[src/sv/vna_pkg.sv]
`timescale 1ns / 1ps
package vna_pkg;

  localparam int VERTEX_COUNT_DEF = 1024;

  localparam int IDX_W   = 10;
  localparam int POS_W   = 16;
  localparam int EDGE_W  = 17;
  localparam int CROSS_W = 35;
  localparam int MAG_W   = 34;
  localparam int SMAG_W  = 15;
  localparam int SQ_W    = 30;
  localparam int SUM_W   = 32;
  localparam int Q_W     = 15;
  localparam int ADD_W   = 16;
  localparam int ACC_W   = 24;
  localparam int MUL_W   = 33;
  localparam int PROD_W  = 2 * MUL_W;

  localparam logic [Q_W-1:0] UNIT_Q = 15'd16384;

  typedef enum logic [1:0] {
    OP_WRITE = 2'd0,
    OP_TRI   = 2'd1,
    OP_READ  = 2'd2
  } op_t;

endpackage

[src/sv/vna_mul.sv]
`timescale 1ns / 1ps
module vna_mul (
  input  logic                               clk,
  input  logic signed [vna_pkg::MUL_W-1:0]   a,
  input  logic signed [vna_pkg::MUL_W-1:0]   b,
  output logic signed [vna_pkg::PROD_W-1:0]  p
);

  always_ff @(posedge clk) begin
    p <= a * b;
  end

endmodule

[config.mk]
export PLATFORM = sky130hd
export DESIGN_NAME = vna_mul
export DESIGN_NICKNAME = d
export VERILOG_FILES = /design/src/sv/vna_pkg.sv /design/src/sv/vna_mul.sv
export SDC_FILE = /design/constraint.sdc
export NUM_CORES = 2
export LEC_CHECK = 0
export ABC_AREA = 1
export ABC_CLOCK_PERIOD_IN_PS = 10080
export BUFFER_PORTS_ARGS = -buffer_cell sky130_fd_sc_hd__buf_2
export CAP_MARGIN = 20
export CORE_AREA = 2 2 284 286
export CTS_CLUSTER_DIAMETER = 60
export DETAILED_ROUTE_END_ITERATION = 8
export DIE_AREA = 0 0 286 288
export PLACE_DENSITY = 0.78
export SYNTH_ARGS = -nofsm -noshare
export SYNTH_HDL_FRONTEND = slang
export SYNTH_SLANG_ARGS = --single-unit
[constraint.sdc]
create_clock -name clk -period 10.08 [get_ports clk]
set_input_delay 2.016 -clock clk [delete_from_list [all_inputs] [get_ports clk]]
set_output_delay 2.016 -clock clk [all_outputs]
set_load 0.02 [all_outputs]
Word level (Yosys, flattened, before mapping)
Cells that the tools add are included.
{"block": "totals", "ff_bits": 66, "inputBits": 67, "output_inout_bits": 66, "elab_cells": 2}
{"block": "classes", "n_mul": 1}
{"cell": "$mul A33 B33 Y66", "n": 1}

Longest topological paths before layout
{"block": "logic_depth", "depth_word": 1, "mapped_depth": 34, "ltp_nobuf": 32}

Worst setup path after synthesis
Ideal clock, no wire load.
{"block": "synth_path", "path_kind": "input to register", "start": "input a[32] (netlist name)", "end": "register p[60] (netlist name)", "n_path_buf": 2, "setup_ns": 0.113, "stages": 23, "path_slack_ns": 1.308, "t_arrival_ns": 8.659, "required_ns": 9.967, "path_cell_list": "clkbuf_1 clkbuf_1 nand2_1 inv_1 fa_1 fa_1 fa_1 fa_1 inv_1 fa_1 fa_1 fa_1 fa_1 inv_1 ha_1 nand2_1 nor2_1 inv_1 nor3_1 nand2_1 and2_0 nand4_1 nand2_1"}
{"block": "synth_via", "elab_chain_cells": 1}
{"item": "start, declared", "line_no": "vna_mul.sv:4", "text": "input logic signed [vna_pkg::MUL_W-1:0] a,"}
{"item": "$mul A33 B33 Y66", "line_no": "vna_mul.sv:10", "text": "p <= a * b;"}
{"item": "end signal, assigned", "line_no": "vna_mul.sv:10"}
{"item": "end, declared", "line_no": "vna_mul.sv:6", "text": "output logic signed [vna_pkg::PROD_W-1:0] p"}
Every way passes these cells.

Final worst setup path
{"block": "layout_path", "start": "input b[11] (netlist name)", "end": "register p[57] (netlist name)"}
{"block": "layout_via", "elab_chain_cells": 1}
{"item": "start, declared", "line_no": "vna_mul.sv:5", "text": "input logic signed [vna_pkg::MUL_W-1:0] b,"}
{"item": "$mul A33 B33 Y66", "line_no": "vna_mul.sv:10"}
Every way passes these cells.

==> impl_results.md <==
- Clock-pin transition on the worst setup and hold timing paths: around 0.060 ns
- CP Cell Sequence: buf_2 > nand2_1 > fa_1 > fa_1 > fa_1 > inv_1 > fa_1 > fa_1 > fa_1 > fa_1 > inv_1 > fa_1 > inv_1 > ha_1 > nand2_1 > nor2_1 > nand3_1 > nor2_1 > o21ai_0 > nand4_1 > nand2_1
- Vias in the first global route: 37400
- Post-CTS Hold Fix Bufs: 0
- Hold Path End: p[0]$_DFF_P_
- Number of CTS-inserted buffers: 9
- Setup TNS: 0 ns
- Slowest stage delay, CP: ~0.85 ns
- CTS tree: yes
- Met1 global-route usage: about 37%
- Initial antenna violation count: 9
- Final Hold Viols: 0
- M3 GR Usage: 4.11%
- Post-Synth Adder-Cell Area: about three fifths
- Worst-path cell with the longest stage delay: fa_1
- Global router's overall resource usage: between 20 and 30%
- Core area: 79600 um^2
- MaxCap Viol Count: 0
- Failing checks: design-rule violations
- Mapped Area: roughly 43000 um^2
- Crit-path most repeated cell: fa_1
- Yosys reg bits: 66
- Vias: ~33000
- Fin nets: 6887
- Post-Synth Simple-Gate Area: roughly 17%
- Starting Density: between 50% and 60%
- Num rows: between 100 and 150
- Post-CTS setup buffers: 0
- Average wire per standard cell: 17.7 um
- Area Overhead vs Synth: 3.76%
- Hold_sp: a[0]
- Antenna viol nets, final: 0
- Grt ovf: 0
- Hold Crit Depth: 3
- Final min period: between 8 and 9 ns
- I/O Pins: 133
- Grt met2 use: a little over half
- I/O Buffers: roughly 130
- CP Capture Type: flop
- CP Class: in -> reg
- Synth Instances: around 5500
- Final setup vio count: 0
- Worst Path Arrival: 9.18 ns
- Die width: roughly 290 um
- Mux cell area share after synthesis: 0%
- Worst Tran Pin Value: around 1 ns
- Final WS setup: 1.13 ns
- Slew HR: between 30% and 40%
- First DRT Iteration DRCs: 2592
- Clock Tree Root: clkbuf_16
- Largest family of logic cells by synthesized area: adder cells
- Most frequent cells in the layout: 1894 x inv_1, 1517 x nand2_1, 1145 x fa_1
- Commonest non-fill, non-tap cell in the layout: inv_1
- Drt pass-1 iters: 8
- Buffers & Inverters on Critical Path: 4
- Worst Path Required: roughly 10 ns
- CP startpoint kind: input port
- Peak Freq: about 110 MHz
- RSZ-0062 raised after global routing: no
- Dpl hpwl: 98.3 mm
- Die area: just over 80000 um^2
- Yosys synthesis warning count: 0
- Post-synthesis sequential area ratio: under 10%
- Depth of the CTS H-tree: 3
- Cell variety after synth: 35
- Xor/xnor share of the synthesized area: less than 1%
- Max reg flops: between 60 and 70
- Largest net degree at the start of global routing: 34
- Non-Filler Instances: approximately 6500
- Hold Path Class: in -> reg
- Final period utilization: 88.7%
- Pre-CTS WS: ~0.84 ns
- Largest regs: p x66
- Die Ht: 288 um
- Largest register by flop count: p
- Vias per cell: approximately 5.1
- Share of layout cells above drive strength 1: under 10%
- Syn Area/Cell: 7.79 um^2
- Clock Path Buffers: 2
- Post-Route WL: approximately 120 mm
- Clock Sinks: between 60 and 70
- Max-slew violations: 0
- Syn Nets: 6972
- First-pass GRT wire length: approximately 190 mm
- Placed cells: ~6500
- Busiest grt layer: met2
- Crit Path Max Fanout: 19
- Cts repair resizes: 0
- Synth Area in Compound Gates: ~1.4%
- # DRC: 2
- Delay-heaviest family, CP: adder cells
- Status: finished, violations left
- Gp weighted congestion: roughly 0.95
==> cell families after synthesis <==
group | after synthesis
xor+xnor | 41
flops | 66
simple gates | 1810
fa+ha+maj | 1362
compound gates | 106
buf+inv | 2158
==> routing by layer <==
layer | vias to the layer above | wire [um]
li1 | 14800 | -
met1 | 16600 | 43100
met2 | 1420 | 57900
met3 | 365 | 8720
met4 | 10 | 5520
met5 | - | 62
==> tightest hold or removal path, delay by kind of cell <==
kind	cells	cell delay, ns
buffers and inverters	2	0.32
AND/OR/NAND/NOR	1	0.14
==> Yosys cell counts <==
cell type	instances	area share [%]
xnor2_1	4	0.081
buf_1	1	0.0087
nor4_2	1	0.029
nand2_1	1517	13
inv_2	1	0.0087
o21ai_2	1	0.020
nand3_1	70	0.81
or2_2	5	0.072
nor2_4	3	0.078
inv_1	1894	16
nand3b_1	3	0.052
ha_1	217	6.3
o21bai_1	14	0.24
clkbuf_1	262	2.3
o21ai_0	19	0.22
o21a_1	1	0.017
a21oi_2	4	0.081
dfxtp_1	66	3.1
and2_0	1	0.014
nor2_2	20	0.29
a21boi_0	1	0.017
and2_1	2	0.029
nor4_1	4	0.058
a21o_1	2	0.035
nor2_1	131	1.1
nor3_2	1	0.023
xor2_1	37	0.75
nor3_1	7	0.081
or2_1	1	0.014
o21ai_1	3	0.035
nand3_2	8	0.19
a21oi_1	61	0.71
nand2_2	17	0.25
nand4_1	19	0.28
fa_1	1145	53
==> through the flow <==
stage                     hold WS [ns]  utilization (%)  cell area (um^2)
final                             2.17             56.3             44800
after global routing              2.18             56.2             44800
after CTS                         2.16             56.2             44800
after detailed placement          2.43             55.8             44400
after global placement            2.43             55.8             44400
after floorplan                   2.28                -             43200
==> layout make-up <==
type	count	area, um^2
Fill cell	7239	34800
Multi-Input combinational cell	3319	33800
Inverter	1895	7110
Tap cell	1060	1330
Sequential cell	66	1320
Timing Repair Buffer	167	943
Clock buffer	10	229
Clock inverter	6	105
Antenna cell	2	5.00
==> worst max-delay path by stage <==
stage	depth (start not counted)	slack [ns]	to	start
finish	21	1.13	p[57]$_DFF_P_	b[11]
global route	21	0.76	p[57]$_DFF_P_	b[11]
CTS	21	1.16	p[57]$_DFF_P_	a[32]
detailed placement	21	0.84	p[57]$_DFF_P_	a[32]
global placement	21	0.82	p[57]$_DFF_P_	a[32]
floorplan	23	1.31	p[60]$_DFF_P_	a[32]
Power is not shown: default switching activity piles up to over one toggle a cycle in this logic, so the estimate is an artifact.
