==> src/sv/vna_ram.sv <==
`timescale 1ns / 1ps
module vna_ram #(
  parameter int WIDTH = 8,
  parameter int DEPTH = 16,
  localparam int AW = $clog2(DEPTH)
) (
  input  logic             clk,
  input  logic             we,
  input  logic [AW-1:0]    waddr,
  input  logic [WIDTH-1:0] wdata,
  input  logic [AW-1:0]    raddr,
  output logic [WIDTH-1:0] rdata
);

  logic [WIDTH-1:0] mem [DEPTH];

  always_ff @(posedge clk) begin
    if (we) begin
      mem[waddr] <= wdata;
    end
    rdata <= mem[raddr];
  end

endmodule

==> config.mk <==
export PLATFORM = sky130hd
export DESIGN_NAME = vna_ram
export DESIGN_NICKNAME = d
export VERILOG_FILES = /design/src/sv/vna_ram.sv
export SDC_FILE = /design/constraint.sdc
export NUM_CORES = 1
export LEC_CHECK = 0
export BUFFER_PORTS_ARGS = -buffer_cell sky130_fd_sc_hd__buf_2
export CAP_MARGIN = 10
export CORE_ASPECT_RATIO = 0.8
export CORE_MARGIN = 3
export CORE_UTILIZATION = 32
export CTS_CLUSTER_DIAMETER = 40
export DETAILED_ROUTE_END_ITERATION = 6
export PLACE_DENSITY = 0.56
export SETUP_SLACK_MARGIN = 0.02
export SYNTH_ARGS = -nofsm -noshare
export SYNTH_HDL_FRONTEND = slang
export SYNTH_SLANG_ARGS = --single-unit
==> constraint.sdc <==
create_clock -name clk -period 1.95 [get_ports clk]
set_clock_uncertainty 0.1 [all_clocks]
set_input_delay 0.39 -clock clk [delete_from_list [all_inputs] [get_ports clk]]
set_output_delay 0.39 -clock clk [all_outputs]
set_load 0.02 [all_outputs]
======== Yosys cells after proc, flatten, opt, wreduce, memory -nomap -nowiden ========
Memory sizes are Yosys's and may differ from the RTL's. A register that Yosys moved wholly into a read port is not among the register bits.
Cells that the tools add are included.
storage, ports and cells
  memories kept ........................... 1
  bits in registers ....................... 0
  logic and storage cells ................. 3
  bits of input ports ..................... 18
  output and inout bits ................... 8
  RAM bits ................................ 128
operators by class
  muxes and demuxes ....................... 2
memory list
  name  depth  width  rd ports  clocked after Yosys merged registers in  wr ports  line  source
  mem   16     8      1         1                                        1         15    logic [WIDTH-1:0] mem [DEPTH];
operators with widths
  kind              number
  2-to-1 mux 1 bit  2

======== Depth between registers and ports, before layout ========
Gate-level depths: netlist of run 1.
  word-level depth ........................ 2
  mapped depth ............................ 5
  gate-level depth less buffers ........... 3

======== Worst setup path before layout of run 1 ========
No wires, ideal clock.
  path kind ............................... input to register
  start point ............................. in waddr[2]
  end point ............................... mem mem[0][0], enable pin
  data required time ...................... 1.467 ns
  library setup time ...................... 0.383 ns
  setup slack ............................. -0.033 ns
  arrival time ............................ 1.500 ns
  cell stages on the path ................. 2
  path buffers ............................ 0
  cells stage by stage .................... or3b_2 nor3_1
RTL lines
  what                line  source
  start: declaration  9     input logic [AW-1:0] waddr,
  end: declaration    15
Straight into the memory's write port.

==> results_dict.tcl, run 1 <==
set metrics [dict create \
    status "finished clean" \
    maxCapViolations 0 \
    first_global_vias 2436 \
    clock_sinks 136 \
    rrSetupSlack_ns 0.50 \
    rsz0062_at_grt "no" \
    drcViolationCount 0 \
    dp_hpwl_mm 6.813 \
    first_iter_violations 170 \
    vias_per_cell 4.765 \
    dr.pass1.iters 4 \
    final-hold-violation-count 0 \
    intPower_mw 5.503 \
    power.leakage_nw 2.099 \
    ant_nets 0 \
    max_slew_margin_pct 42.38 \
    clockRootBuffer "clkbuf_16" \
    vias 2416 \
    clock_latency_ns 0.42 \
    cp.arrival_ns 1.72 \
    grt_usage_pct 12.74 \
    die_height_um 119.4 \
    fin_crit_ns 1.528 \
    ys_types 19 \
    worst_slew_pin_slew_ns 0.8625 \
    max_freq_mhz 654.3 \
    drive_above_1_share_pct 32.66 \
    overflow 0 \
    wl_mm 10.48 \
    place_congestion 0.7382 \
    postCtsHoldBufs 0 \
    cts_tree "built" \
    cp.required_ns 2.14 \
    tns_ns 0 \
    cts_buffers 17 \
    grt_pass1_wl_mm 15.88 \
    avgRoutedWirePerCell_um 20.67 \
    crit_path_end "rdata[3]" \
    core_um2 15360 \
    syn2layout_area_growth_pct 21.46 \
    seq_area_frac_synth_pct 77.78 \
    ys_ff_latch 136 \
    rows 40 \
    power_density_nw_per_um2 1097 \
    clock_path_buffers 2 \
    switching_share_pct 19.76 \
    diodes 0 \
    hp-class "in -> reg" \
    finalCritPeriodShare_pct 78.38 \
    portBuffers 25 \
    die_area_um2 17650 \
    syn_inst 229 \
    avgSynthCellArea_um2 22.48 \
    rr_endpoint "rdata[3]" \
    worstSetupEndpointType "register" \
    yosys_warnings 0 \
    setup_viol 0 \
    grt_antenna_before_repair 1 \
    fp.dieW_um 147.8 \
    critPathMaxFanout 9 \
    grt_max_degree 33 \
    pwr-share-clk_pct 47.2 \
    combinationalPowerShare_pct 4.8 \
    drv_slew 0 \
    timing.critical_path.from "raddr[0]" \
    initial_core_util_pct 33.50 \
    pwr-share-seq_pct 48.0 \
    pre_cts_slack_ns 0.01225 \
    pin_count 26 \
    critical_path_class "in -> reg" \
    ir_drop_uv 632.9 \
    htreeDepth 4 \
    cts_setup_buffers 0 \
    p_switching_mw 1.355 \
    synthesis.nets 247 \
    synth_area_um2 5147 \
    startpoint_type "input port" \
    nNetsFinal 302 \
    cts_resized 0 \
    path_clk_slew_ns 0.06 \
    reg2reg_depth 3 \
    setup_ws_ns 0.4215 \
    r2r-start "mem[9][3]" \
]
[power by group through the flow]
stage                     Clock (mW)  Sequential (mW)  Combinational (mW)
after floorplan                    0             3.37               0.166
after global placement             0             3.35               0.328
after detailed placement           0             3.35               0.335
after CTS                       3.29             3.29               0.335
after global routing            3.44             3.30               0.358
final                           3.24             3.29               0.328
[worst min path at each step]
| stage | start | to | cells past startpoint |
|---|---|---|---|
| floorplan | wdata[0] | mem[0][0] | 0 |
| global placement | mem[12][6] | rdata[6] | 3 |
| detailed placement | mem[8][5] | rdata[5] | 3 |
| CTS | wdata[4] | mem[5][4] | 1 |
| global route | wdata[4] | mem[4][4] | 1 |
| finish | wdata[4] | mem[6][4] | 1 |
[state kept, by name, summed over array words and instances (netlist names)]
name / cells
rdata: 8
mem: 128
[critical path, stage by stage]
cell     delay, ns
buf_2         0.15
buf_4         0.23
mux4_1        0.61
a22oi_1       0.26
nand2_1       0.08
[routing by layer]
layer	vias to the layer above	part of all wire [%]	GRT usage, %
met4	2	0.52	3.667
met2	76	45	17.76
li1	1084	-	-
met3	9	8.8	5.249
met5	-	0.076	0
met1	1245	46	18.32
[cell families (layout without fill, tap and decap cells)]
group,after synthesis,after routing,share of synthesized area (%)
flip-flops,136,136,77.78
AND/OR/NAND/NOR,35,35,3.184
multiplexers,32,32,15.02
AO/OA/AOI/OAI,16,16,2.334
buffers and inverters,10,78,1.677
[cell type report]
type / instances / area (µm²)
multi-input cells: 83 / 1062
repair buffers: 46 / 307.8
well taps: 210 / 262.8
flip-flops and latches: 136 / 4004
fillers: 1378 / 9112
clock inverters: 12 / 148.9
clock buffers: 20 / 466.7
[cells in the mapped netlist]
library cell / count / share of area [%]
edfxtp_1: 128 / 75
mux4_2: 18 / 7.9
a22oi_1: 16 / 2.3
mux4_1: 14 / 7.1
nor2_1: 13 / 0.95
nand2_1: 9 / 0.66
dfxtp_1: 8 / 3.1
nor3_1: 4 / 0.39
buf_2: 3 / 0.29
buf_6: 3 / 0.66
clkdlybuf4s25_2: 3 / 0.58
nand2b_1: 2 / 0.24
nand3b_1: 2 / 0.29
and2_1: 1 / 0.12
and2b_1: 1 / 0.15
buf_4: 1 / 0.15
nand3_1: 1 / 0.097
nor2b_1: 1 / 0.12
or3b_2: 1 / 0.17
[stage by stage]
stage	instances	instance area (µm²)	power [mW]	hold WS [ns]	utilization, %
2_1_floorplan	229	5152	3.533	0.3889	-
3_3_place_gp	475	5637	3.680	0.5650	36.69
6_report	507	6252	6.858	0.2563	40.69
3_5_place_dp	475	5637	3.687	0.5736	36.69
4_1_cts	507	6252	6.921	0.2445	40.69
5_1_grt	507	6252	7.090	0.2541	40.69
[cells in the final DEF (no fill, tap or decap), types with 6 or more instances in the layout]
cell	instances
nor2_1	13
buf_2	25
buf_4	19
edfxtp_1	128
nand2_1	9
mux4_1	14
clkbuf_16	17
dfxtp_1	8
a22oi_1	16
mux4_2	18
clkinvlp_4	6
No activity file was read; power rests on OpenSTA's default activity.
==> run 2: changes to the inputs <==
--- a/config.mk
+++ b/config.mk
@@ -12,7 +12,7 @@
 export CORE_UTILIZATION = 32
 export CTS_CLUSTER_DIAMETER = 40
 export DETAILED_ROUTE_END_ITERATION = 6
-export PLACE_DENSITY = 0.56
+export PLACE_DENSITY = 0.54
 export SETUP_SLACK_MARGIN = 0.02
 export SYNTH_ARGS = -nofsm -noshare
 export SYNTH_HDL_FRONTEND = slang
==> constraint.sdc (replaced) <==
create_clock -name clk -period 1.58 [get_ports clk]
set_clock_uncertainty 0.1 [all_clocks]
set_input_delay 0.316 -clock clk [delete_from_list [all_inputs] [get_ports clk]]
set_output_delay 0.316 -clock clk [all_outputs]
set_load 0.02 [all_outputs]
==> results_dict.tcl, run 2 (synthesized netlist as in run 1, its figures left out) <==
set metrics [dict create \
    top_regs "mem (128), rdata (8)" \
    cts_buffers 17 \
    rows 40 \
    dr.pass1.iters 4 \
    cp.arrival_ns 1.68 \
    avgRoutedWirePerCell_um 20.62 \
    maxCapViolations 0 \
    vias 2498 \
    core_um2 15360 \
    layout_commonest_cell "edfxtp_1" \
    cts_tree "built" \
    cts_resized 0 \
    status "finished clean" \
    postCtsHoldBufs 0 \
    hp-class "in -> reg" \
    wl_met1_mm 5.308 \
    rrSetupSlack_ns 0.09 \
    clock_path_buffers 2 \
    grt_antenna_before_repair 0 \
    critical_path_class "reg -> reg" \
    pin_count 26 \
    first_global_vias 2556 \
    cts_setup_buffers 0 \
    power.leakage_nw 2.175 \
    die_area_um2 17650 \
    top_layer_used "met4" \
    rr_endpoint "rdata[7]" \
    die_height_um 119.4 \
    clock_latency_ns 0.41 \
    min_to "mem[15][0]" \
    fill_cells 1354 \
    final_util_pct 41.34 \
    drcViolationCount 0 \
    worst_slew_pin_slew_ns 0.6580 \
    place_congestion 0.6962 \
    vias_per_cell 4.841 \
    total_power_mw 8.555 \
    regMostFlops "mem" \
    r2r-start "mem[3][7]" \
    nNetsFinal 311 \
    dp_cells 484 \
    clockRootBuffer "clkbuf_16" \
    dp_hpwl_mm 7.280 \
    startpoint_type "register" \
    finalCritPeriodShare_pct 94.54 \
    grt_max_degree 19 \
    tns_ns 0 \
    worstSetupEndpointType "register" \
    fin_crit_ns 1.494 \
    cp.required_ns 1.77 \
    ir_drop_uv 947.1 \
    mostFrequentLayoutCells "edfxtp_1, buf_4, buf_2, mux4_2, clkbuf_16" \
    initial_core_util_pct 33.50 \
    critPathMaxFanout 1 \
    instances_no_fill 516 \
    rsz0062_at_grt "no" \
    fp.dieW_um 147.8 \
    worstHoldStart "wdata[0]" \
    overflow 0 \
    worstHoldPathCells 1 \
    power_density_nw_per_um2 1347 \
    clock_sinks 136 \
    max_freq_mhz 669.5 \
    path_clk_slew_ns 0.06 \
    wl_mm 10.64 \
    wl_met2_mm 4.604 \
    first_iter_violations 197 \
    largest_register_ffs 128 \
    max_slew_margin_pct 56.04 \
    final-hold-violation-count 0 \
    dr_wl_met3_um 596 \
    ant_nets 0 \
    grt_pass1_wl_mm 16.16 \
    portBuffers 25 \
    diodes 0 \
    syn2layout_area_growth_pct 23.38 \
    timing.critical_path.from "mem[3][7]" \
    grt_usage_pct 12.89 \
    setup_viol 0 \
    htreeDepth 4 \
    drv_slew 0 \
    drive_above_1_share_pct 34.64 \
    reg2reg_depth 3 \
]
run 2: routing by layer:
layer / vias to the layer above / GRT usage [%]
li1: 1108 / -
met1: 1320 / 19.27
met2: 60 / 18.02
met3: 10 / 3.994
met4: 0 / 3.900
met5: - / 0
run 2: cell type report:
cell class	count	area [µm²]	area share, %
multi-input combinational	83	1072	16.88
sequential	136	4004	63.04
clock inverter	13	178.9	2.817
clock buffer	19	432.9	6.816
timing repair buffer	55	400.4	6.304
tap	210	262.8	4.137
run 2: worst max path at each step:
stage | to | slack (ns)
2_1_floorplan | mem[3][0] | -0.10
3_3_place_gp | rdata[7] | -0.27
3_5_place_dp | rdata[7] | -0.27
4_1_cts | rdata[7] | 0.08
5_1_grt | rdata[7] | 0.03
6_report | rdata[7] | 0.09
run 2: power breakdown:
group	switching [mW]	internal [mW]	leakage (nW)	total, mW
clock	1.43	2.63	0.302	4.06
sequential	0.0224	4.03	1.22	4.06
combinational	0.256	0.183	0.648	0.439
total	1.70	6.85	2.17	8.56
run 2: metrics by stage:
step           hold WS [ns]  area [µm²]  worst slack (ns)
2_1_floorplan        0.3149        5162           -0.1021
3_3_place_gp         0.5699        5739           -0.2713
3_5_place_dp         0.5783        5739           -0.2665
4_1_cts              0.1964        6351           0.07811
5_1_grt              0.2077        6351           0.03060
6_report             0.1994        6351           0.08635
run 2: worst max-delay path, cell delays in order, from the launching register on:
cell	delay, ns
edfxtp_1	0.35
mux4_2	0.48
a22oi_1	0.36
nand2_1	0.09
==> run 3: changes to the inputs <==
==> constraint.sdc (replaced) <==
create_clock -name clk -period 1.58 [get_ports clk]
set_clock_uncertainty 0.1 [all_clocks]
set_input_delay 0.079 -clock clk [delete_from_list [all_inputs] [get_ports clk]]
set_output_delay 0.079 -clock clk [all_outputs]
set_load 0.02 [all_outputs]
==> results_dict.tcl, run 3 (synthesized netlist as in run 1, its figures left out) <==
set metrics [dict create \
    status "finished clean" \
    avgRoutedWirePerCell_um 20.62 \
    die_height_um 119.4 \
    largest_register_ffs 128 \
    portBuffers 25 \
    worstSetupEndpointType "register" \
    fp.dieW_um 147.8 \
    wl_mm 10.62 \
    register_area_um2 4004 \
    grt_pass1_wl_mm 16.26 \
    clock_latency_ns 0.41 \
    critical_path_class "reg -> reg" \
    drv_slew 0 \
    nNetsFinal 310 \
    clock_sinks 136 \
    worstHoldStart "waddr[0]" \
    diodes 0 \
    ant_nets 0 \
    grt_antenna_before_repair 0 \
    min_to "mem[0][2]" \
    initial_core_util_pct 33.50 \
    r2r-start "mem[1][3]" \
    vias 2490 \
    htreeDepth 4 \
    max_slew_margin_pct 44.44 \
    place_congestion 0.6902 \
    core_um2 15360 \
    vias_per_cell 4.835 \
    power.leakage_nw 2.124 \
    path_clk_slew_ns 0.06 \
    grt_max_degree 33 \
    cp.required_ns 1.78 \
    ir_drop_uv 712.2 \
    drive_above_1_share_pct 31.15 \
    worst_slew_pin_slew_ns 0.8316 \
    dr.pass1.iters 4 \
    rows 40 \
    overflow 0 \
    cts_buffers 17 \
    rrSetupSlack_ns 0.10 \
    top_regs "mem (128), rdata (8)" \
    worstHoldPathCells 3 \
    clockRootBuffer "clkbuf_16" \
    final-hold-violation-count 0 \
    rsz0062_at_grt "no" \
    setup_viol 0 \
    layout_commonest_cell "edfxtp_1" \
    finalCritPeriodShare_pct 93.38 \
    pin_count 26 \
    syn2layout_area_growth_pct 22.34 \
    first_iter_violations 175 \
    cts_setup_buffers 0 \
    grt_usage_pct 12.95 \
    power_density_nw_per_um2 1302 \
    fin_crit_ns 1.475 \
    final_util_pct 40.99 \
    clock_path_buffers 2 \
    timing.critical_path.from "mem[1][3]" \
    critPathMaxFanout 1 \
    total_power_mw 8.199 \
    regMostFlops "mem" \
    startpoint_type "register" \
    rr_endpoint "rdata[3]" \
    hp-class "in -> reg" \
    die_area_um2 17650 \
    fill_cells 1363 \
    drcViolationCount 0 \
    max_freq_mhz 677.7 \
    reg2reg_depth 3 \
    cts_tree "built" \
    cp.arrival_ns 1.67 \
    first_global_vias 2634 \
    dp_hpwl_mm 6.490 \
    maxCapViolations 0 \
    multiInputGateArea_um2 1072 \
    mostFrequentLayoutCells "edfxtp_1, buf_2, mux4_2, buf_4, clkbuf_16" \
]
==> run 3: timing repair <==
item,CTS,global route
hold buffers,8,0
endpoints found under the setup margin,0,2
endpoints found under the hold margin,128,0
gates resized for setup,0,2
==> run 3: stage by stage <==
stage / instances / TNS (ns) / hold slack, ns / setup WS, ns / area, µm²
floorplan: 229 / 0 / 0.07787 / 0.1349 / 5152
global placement: 475 / -0.3029 / 0.3741 / -0.1237 / 5649
detailed placement: 475 / -0.3820 / 0.3895 / -0.1424 / 5649
CTS: 515 / 0 / 0.1204 / 0.03285 / 6287
global route: 515 / 0 / 0.1396 / 0.02169 / 6297
finish: 515 / 0 / 0.1347 / 0.1045 / 6297
==> run 3: worst max-delay path by stage <==
stage	endpoint	slack [ns]
floorplan	mem[3][0]	0.13
global placement	rdata[3]	-0.12
detailed placement	rdata[3]	-0.14
CTS	rdata[3]	0.03
global route	rdata[0]	0.02
finish	rdata[3]	0.10
==> run 3: critical path, cell delays in order (launching register included) <==
cell and delay [ns]:
edfxtp_1 0.35, mux4_1 0.52, a22oi_2 0.30, nand2_1 0.08
==> run 3: final cells by class <==
| class | count | share of cell area (%) |
|---|---|---|
| sequential | 136 | 63.58 |
| clock inverter | 10 | 1.649 |
| clock buffer | 22 | 7.212 |
| timing repair buffer | 54 | 6.358 |
| tap | 210 | 4.172 |
| multi-input combinational | 83 | 17.03 |
==> run 3: layer usage <==
layer | share of wire [%] | GRT usage (%)
met1 | 47 | 18.66
met2 | 46 | 18.79
met3 | 5.7 | 3.461
met4 | 1.3 | 4.948
met5 | 0 | 0
==> run 3: power breakdown <==
group | internal (mW) | switching [mW] | total, mW
Combinational | 0.185 | 0.247 | 0.432
Sequential | 4.04 | 0.0229 | 4.06
Clock | 2.34 | 1.37 | 3.71
